[config.mk]
export PLATFORM = sky130hd
export DESIGN_NAME = drfc_ctrl
export DESIGN_NICKNAME = d
export VERILOG_FILES = /design/src/sv/drfc_pkg.sv /design/src/sv/drfc_ctrl.sv
export VERILOG_INCLUDE_DIRS = /design/src /design/src/sv
export SDC_FILE = /design/constraint.sdc
export NUM_CORES = 1
export LEC_CHECK = 0
export BUFFER_PORTS_ARGS = -buffer_cell sky130_fd_sc_hd__buf_4
export CORE_MARGIN = 2
export CORE_UTILIZATION = 40
export CTS_CLUSTER_DIAMETER = 200
export DETAILED_ROUTE_END_ITERATION = 8
export PLACE_DENSITY = 0.83
export SLEW_MARGIN = 20
export SYNTH_ARGS = -nofsm -noshare
export SYNTH_HDL_FRONTEND = slang
export SYNTH_SLANG_ARGS = --single-unit
export TNS_END_PERCENT = 100
[constraint.sdc]
create_clock -name clk_i -period 1.61 [get_ports clk_i]
set_clock_uncertainty 0.2 [all_clocks]
set_input_delay 0.0805 -clock clk_i [delete_from_list [all_inputs] [get_ports clk_i]]
set_output_delay 0.0805 -clock clk_i [all_outputs]
set_load 0.005 [all_outputs]
[src/sv/dithered_rect_fill_core_macros.svh]
// Assertion macros shared by the dithered rectangle fill core.
// Each macro expects clk_i and rst_ni in the scope where it is used.
`ifndef DITHERED_RECT_FILL_CORE_MACROS_SVH
`define DITHERED_RECT_FILL_CORE_MACROS_SVH

// The consequent must hold in the same cycle as the antecedent.
`define DRFC_ASSERT_SAME(label, ante, cons, msg) \
  label: assert property (@(posedge clk_i) disable iff (!rst_ni) (ante) |-> (cons)) \
    else $error(msg);

// The consequent must hold in the cycle after the antecedent.
`define DRFC_ASSERT_NEXT(label, ante, cons, msg) \
  label: assert property (@(posedge clk_i) disable iff (!rst_ni) (ante) |=> (cons)) \
    else $error(msg);

`endif

[src/sv/drfc_pkg.sv]
// Shared types and constants for the dithered rectangle fill core.
// Used by the controller, the datapath and the top level.
`timescale 1ns / 1ps

package drfc_pkg;

  typedef enum logic [1:0] {
    OP_FILL  = 2'd0,
    OP_READ  = 2'd1,
    OP_CLEAR = 2'd2,
    OP_NONE  = 2'd3
  } drfc_op_e;

  localparam logic [1:0] REG_ROW_BYTES  = 2'd0;
  localparam logic [1:0] REG_BAND_ROWS  = 2'd1;
  localparam logic [1:0] REG_BAND_FIRST = 2'd2;

  localparam int unsigned CFG_DATA_W = 16;
  localparam int unsigned LINE_W     = 17;
  localparam int unsigned BASE_W     = 24;
  localparam int unsigned WIDE_W     = 25;
  localparam int unsigned K_W        = 12;
  localparam int unsigned LEVEL_W    = 5;

  // Level is density * 15 / 100, done as a multiply by 2^19 / 100 rounded up.
  localparam logic [12:0] LEVEL_RECIP = 13'd5243;
  localparam int unsigned LEVEL_SHIFT = 19;

  localparam logic [3:0] BAYER [16] = '{
    4'd0, 4'd8, 4'd2, 4'd10, 4'd12, 4'd4, 4'd14, 4'd6,
    4'd3, 4'd11, 4'd1, 4'd9, 4'd15, 4'd7, 4'd13, 4'd5
  };

  typedef struct packed {
    logic load;
    logic setup;
    logic base_calc;
    logic line_init;
    logic next_line;
    logic rd_fill;
    logic wr_fill;
    logic k_inc;
    logic rd_cmd;
    logic rd_capture;
    logic clr_step;
    logic out_load;
  } drfc_cmd_t;

  typedef struct packed {
    drfc_op_e op;
    logic     lines_done;
    logic     addr_oob;
    logic     byte_last;
    logic     clr_last;
  } drfc_status_t;

endpackage

[src/sv/drfc_ctrl.sv]
// Controller state machine of the dithered rectangle fill core.
// Depends on drfc_pkg and the shared assertion macros.
`timescale 1ns / 1ps
`include "dithered_rect_fill_core_macros.svh"

module drfc_ctrl
  import drfc_pkg::*;
(
  input  logic         clk_i,
  input  logic         rst_ni,
  input  logic         in_valid_i,
  output logic         in_ready_o,
  output logic         out_valid_o,
  input  logic         out_ready_i,
  input  drfc_status_t sts_i,
  output drfc_cmd_t    cmd_o
);

  typedef enum logic [3:0] {
    ST_INIT,
    ST_IDLE,
    ST_SETUP,
    ST_BASE,
    ST_LINE,
    ST_RD,
    ST_WR,
    ST_RDCMD,
    ST_RDOUT,
    ST_CLEAR,
    ST_DONE
  } state_e;

  state_e state_q, state_d;
  logic   out_valid_q;

  always_comb begin
    cmd_o   = '0;
    state_d = state_q;
    unique case (state_q)
      ST_INIT: begin
        cmd_o.clr_step = 1'b1;
        if (sts_i.clr_last) begin
          state_d = ST_IDLE;
        end
      end
      ST_IDLE: begin
        if (in_valid_i) begin
          cmd_o.load = 1'b1;
          state_d    = ST_SETUP;
        end
      end
      ST_SETUP: begin
        cmd_o.setup = 1'b1;
        unique case (sts_i.op)
          OP_FILL:  state_d = ST_BASE;
          OP_READ:  state_d = ST_RDCMD;
          OP_CLEAR: state_d = ST_CLEAR;
          OP_NONE:  state_d = ST_DONE;
        endcase
      end
      ST_BASE: begin
        cmd_o.base_calc = 1'b1;
        state_d         = ST_LINE;
      end
      ST_LINE: begin
        if (sts_i.lines_done) begin
          state_d = ST_DONE;
        end else begin
          cmd_o.line_init = 1'b1;
          state_d         = ST_RD;
        end
      end
      ST_RD: begin
        if (sts_i.addr_oob) begin
          cmd_o.next_line = 1'b1;
          state_d         = ST_LINE;
        end else begin
          cmd_o.rd_fill = 1'b1;
          state_d       = ST_WR;
        end
      end
      ST_WR: begin
        cmd_o.wr_fill = 1'b1;
        if (sts_i.byte_last) begin
          cmd_o.next_line = 1'b1;
          state_d         = ST_LINE;
        end else begin
          cmd_o.k_inc = 1'b1;
          state_d     = ST_RD;
        end
      end
      ST_RDCMD: begin
        cmd_o.rd_cmd = 1'b1;
        state_d      = ST_RDOUT;
      end
      ST_RDOUT: begin
        cmd_o.rd_capture = 1'b1;
        state_d          = ST_DONE;
      end
      ST_CLEAR: begin
        cmd_o.clr_step = 1'b1;
        if (sts_i.clr_last) begin
          state_d = ST_DONE;
        end
      end
      ST_DONE: begin
        if (!out_valid_q || out_ready_i) begin
          cmd_o.out_load = 1'b1;
          state_d        = ST_IDLE;
        end
      end
      default: state_d = ST_IDLE;
    endcase
  end

  always_ff @(posedge clk_i or negedge rst_ni) begin
    if (!rst_ni) begin
      state_q     <= ST_INIT;
      out_valid_q <= 1'b0;
    end else begin
      state_q <= state_d;
      if (cmd_o.out_load) begin
        out_valid_q <= 1'b1;
      end else if (out_ready_i) begin
        out_valid_q <= 1'b0;
      end
    end
  end

  assign in_ready_o  = (state_q == ST_IDLE);
  assign out_valid_o = out_valid_q;

  `DRFC_ASSERT_NEXT(a_busy_after_accept, in_valid_i && in_ready_o, !in_ready_o, "input accepted while busy")
  `DRFC_ASSERT_SAME(a_out_load_free, cmd_o.out_load, !out_valid_q || out_ready_i, "result overwrote a pending transfer")
  `DRFC_ASSERT_NEXT(a_write_follows_read, cmd_o.rd_fill, cmd_o.wr_fill, "fill read not followed by its write")
  `DRFC_ASSERT_SAME(a_clear_exclusive, cmd_o.clr_step, !cmd_o.wr_fill && !cmd_o.rd_fill && !in_ready_o, "clear sweep overlaps other work")

endmodule

==> results of run 1 <==
[synth_stat cells]
cell type / number / share of area [%]
a211o_1: 2 / 3.4
nor4_1: 2 / 2.4
nor2_1: 5 / 3.6
and3_1: 1 / 1.2
a21oi_1: 2 / 1.9
and2b_1: 1 / 1.4
a21o_1: 1 / 1.4
o21ai_0: 3 / 2.9
a2111oi_4: 1 / 5.3
a22oi_1: 2 / 2.9
nor2b_1: 4 / 4.8
o31a_1: 1 / 1.7
a31oi_1: 1 / 1.2
dfrtp_1: 5 / 24
nor3_2: 1 / 1.9
nor3_1: 8 / 7.7
nand2_1: 2 / 1.4
a221o_1: 1 / 1.9
o21a_1: 1 / 1.4
a21bo_1: 1 / 1.9
nor2b_2: 1 / 1.7
a2bb2oi_1: 1 / 1.7
or4bb_1: 1 / 2.2
xor2_1: 1 / 1.7
a211oi_1: 1 / 1.4
nor2_2: 1 / 1.2
nand2b_1: 5 / 6.0
inv_1: 2 / 1.4
buf_6: 2 / 4.3
buf_2: 1 / 0.96
buf_4: 1 / 1.4
nor3b_1: 1 / 1.4
[logic make-up after synthesis]
family	count (synthesis)
XOR/XNOR	1
AO/OA/AOI/OAI	18
flip-flops	5
buffers and inverters	6
AND/OR/NAND/NOR	33
[stage by stage]
| step | hold slack (ns) | setup TNS (ns) | area [µm²] | worst slack, ns | utilization, % |
|---|---|---|---|---|---|
| after detailed placement | -0.314 | -0.435 | 853 | -0.154 | 73.8 |
| after global placement | -0.316 | -0.299 | 853 | -0.114 | 73.8 |
| after CTS | 0.0275 | -0.459 | 1020 | -0.0890 | 88.3 |
| after floorplan | -0.415 | 0 | 541 | 0.00678 | - |
[timing repair]
action | CTS
resized for setup | 19
endpoints found under the hold margin | 6
hold buffers | 3
setup buffers | 6
setup endpoints to repair | 16
pin swaps | 7
==> flow_summary.json, run 1 <==
{
  "ys_types": 32,
  "num_rows": 12,
  "dp_hpwl_mm": 1.37,
  "ys_ff_latch": 5,
  "synth_top_family_by_area": "simple AND/OR/NAND/NOR gates",
  "synthMuxAreaShare_pct": 0,
  "status": "stopped before the end",
  "synth-simple-area-share_pct": 37.0,
  "synth-xor-area-share_pct": 1.68,
  "place_inst": 117,
  "yosysSeqAreaShare_pct": 24.0,
  "yosysWarnings": 0,
  "io_pins": 24,
  "start_util_pct": 45.0,
  "syn_inst": 63,
  "clock-root-buffer": "clkbuf_4",
  "syn_area_per_cell_um2": 8.26,
  "grt_max_degree": 11,
  "synth_adder_area_share_pct": 0,
  "syn_nets": 73,
  "cts_buffers": 3,
  "die_w_um": 40.1,
  "fp.dieH_um": 40.1,
  "synth_compound_area_share_pct": 29.1,
  "first-error": "[ERROR DPL-0038] Utilization greater than 100%, impossible to legalize",
  "h-tree-depth": 1,
  "netlist_area_um2": 520,
  "clockBufferDepth": 2,
  "lastStage": "5_1_grt",
  "gp_congestion": 0.896,
  "cts_sinks": 5,
  "port_buffers": 23
}
==> inputs of run 2 (changes only) <==
Settings changed: CORE_AREA set to 2 2 63 65, CORE_MARGIN 2 to not set, CORE_UTILIZATION 40 to not set, CTS_CLUSTER_DIAMETER 200 to not set, DIE_AREA set to 0 0 65 67, PLACE_DENSITY 0.83 to not set, PLACE_DENSITY_LB_ADDON set to 0.15.
Clock period 1.61 ns to 2.1 ns, I/O delays scaled along.
==> run 2 against run 1 <==
The flow now finishes without violations. Synthesized area stayed put. Synthesized cell count unchanged.
==> flow_summary.json, run 2 <==
{
  "gp_congestion": 0.711,
  "fin_util_pct": 22.3,
  "wire_per_inst_um": 11.4,
  "clockPowerShare_pct": 18.0,
  "start_util_pct": 14.4,
  "cts_buffers": 3,
  "required_ns": 2.00,
  "io_pins": 24,
  "die-area_um2": 4360,
  "cts_sinks": 5,
  "ys_ff_latch": 5,
  "cts_resized": 0,
  "seqPwrFrac_pct": 24.3,
  "largest_register_ffs": 4,
  "power_frac_comb_pct": 57.7,
  "peakVddDrop_mv": 0.329,
  "clock-root-buffer": "clkbuf_8",
  "antenna_found_initial": 0,
  "largest-register": "state_q",
  "worst-setup-path-type": "reg -> reg",
  "syn_nets": 73,
  "synth_edf_count": 0,
  "yosysWarnings": 0,
  "synth_top_area_cell": "dfrtp_1",
  "drt_first_pass_iters": 4,
  "fill_cells": 418,
  "synthTopCellsByArea": "dfrtp_1 24%, nor3_1 7.7%, nand2b_1 6.0%",
  "setup_viol": 0,
  "status": "finished clean",
  "reg2reg_slack_ns": 0.17,
  "wirelength_mm": 1.59,
  "p_int_uw": 563,
  "p_switching_uw": 414,
  "clk_pin_slew_ns": 0.03,
  "reg2reg_depth": 4,
  "worst_setup_path_end_kind": "register",
  "worstSetupStartpoint": "state_q[1]",
  "area_growth_pct": 54.8,
  "h-tree-depth": 1,
  "final_hold_viol_count": 0,
  "final_cell_mix": "26 x buf_4, 8 x nor3_1, 5 x nand2b_1, 5 x nor2_1, 5 x dfrtp_1",
  "reg2reg_from": "state_q[1]",
  "cts_setup_buffers": 0,
  "viasPerCell": 4.18,
  "switching_share_pct": 42.4,
  "port_buffers": 23,
  "drc": 0,
  "clock.fmax_mhz": 519,
  "max-slew-margin-rel_pct": 67.9,
  "dr_total_vias": 581,
  "slowest_stage": "dfrtp_1",
  "fin_crit_ns": 1.93,
  "tightest_slew_ns": 0.478,
  "yosysSeqAreaShare_pct": 24.0,
  "power.density_nw_per_um2": 1210,
  "nets": 102,
  "post-route-period-util_pct": 91.8,
  "die_w_um": 65,
  "synthArstFlopShare_pct": 100,
  "slew_violations": 0,
  "dp_hpwl_mm": 1.28,
  "ant_nets": 0,
  "clk_latency_ns": 0.22,
  "mostFrequentLayoutCell": "buf_4",
  "synth_top_area_share_pct": 24.0,
  "grt_max_degree": 16,
  "syn_area_per_cell_um2": 8.26,
  "cap_violations": 0,
  "drive_gt1_share_pct": 36.3,
  "grt_overflow": 0,
  "drt_iter0_drc": 23,
  "grt_pass1_wl_mm": 2.62,
  "grt_pass1_vias": 533,
  "post-synth-top-count-cell": "nor3_1",
  "path_cells": "nand2b_1 > nor3_1 > a2111oi_4 > a211o_1",
  "cpPeakStageDelay_ns": 0.52,
  "antenna-diode-count": 0,
  "grtUsageTotal_pct": 8.02,
  "reg2reg_to": "state_q[3]",
  "rsz0062_at_grt": "false",
  "syn_inst": 63,
  "worstSetupEndpoint": "state_q[3]",
  "num_rows": 22,
  "core_um2": 3610,
  "fin_cells": 139,
  "cts_tree": "yes",
  "worst_hold_path_type": "in -> async",
  "ys_types": 32,
  "start_kind": "register",
  "clockBufferDepth": 2,
  "place_inst": 133,
  "crit_path_max_fanout": 14,
  "hold_buffers": 2,
  "ys_top_cells_by_count": "8 x nor3_1, 5 x dfrtp_1, 5 x nand2b_1, 5 x nor2_1, 4 x nor2b_1",
  "leakage_uw": 0.000373,
  "netlist_area_um2": 520,
  "synth_ff_type": "dfrtp_1",
  "tns_ns": 0,
  "fp.dieH_um": 67,
  "critPathArrivalTime_ns": 1.83
}
==> run 2: power groups by stage <==
stage                     sequential, µW  combinational, µW  clock [µW]
after floorplan                      166                454           0
after global placement               237                571           0
after detailed placement             238                566           0
after CTS                            236                572         178
after global routing                 253                628         194
final                                238                564         176
==> run 2: area by class of cell <==
class | count | area [µm²] | area share, %
Multi-Input combinational cell | 52 | 353 | 43.8
Inverter | 2 | 7.51 | 0.932
Timing Repair Buffer | 28 | 215 | 26.7
Sequential cell | 5 | 125 | 15.5
Tap cell | 48 | 60.1 | 7.45
Clock buffer | 4 | 45.0 | 5.59
==> run 2: worst min-delay path by stage <==
stage | start | endpoint | slack [ns] | cells after the start
global placement | rst_ni | out_valid_o | -0.29 | 1
finish | rst_ni | state_q[0] | 0.03 | 2
global route | rst_ni | state_q[0] | 0.03 | 2
CTS | rst_ni | out_valid_o | 0.02 | 2
detailed placement | rst_ni | out_valid_o | -0.29 | 1
floorplan | rst_ni | out_valid_o | -0.39 | 0
==> run 2: cells by family (layout without fill, tap and decap cells) <==
group	Yosys count	after routing	synth area share (%)
AOI/OAI and AO/OA	18	18	29.1
and+or+nand+nor	33	33	37.0
xor gates and xnor gates	1	1	1.68
DFF	5	5	24.0
buffers and inverters	6	34	8.17
==> run 2: worst max-delay path: cells and delay by family, from the launching register on <==
family	cells	cell delay, ns
AOI/OAI and AO/OA	2	0.43
and+or+nand+nor	2	0.65
DFF	1	0.52
==> run 2: metal layers <==
metal	track usage (%)	vias to the layer above	routed length (µm)
met5	0	-	0
met3	2.36	4	112
met2	11.7	23	700
met4	4.79	0	27
met1	10.3	264	749
li1	-	290	-
==> run 2: per-stage QoR <==
stage,power [µW],worst slack [ns],hold WS [ns],instance area [µm²]
after floorplan,621,0.438,-0.391,520
after global placement,808,0.200,-0.289,741
after detailed placement,804,0.174,-0.288,741
after CTS,986,0.161,0.0225,806
after global routing,1070,0.00461,0.0326,806
final,977,0.172,0.0273,806
Note: power is estimated with default switching activity, not from simulation.
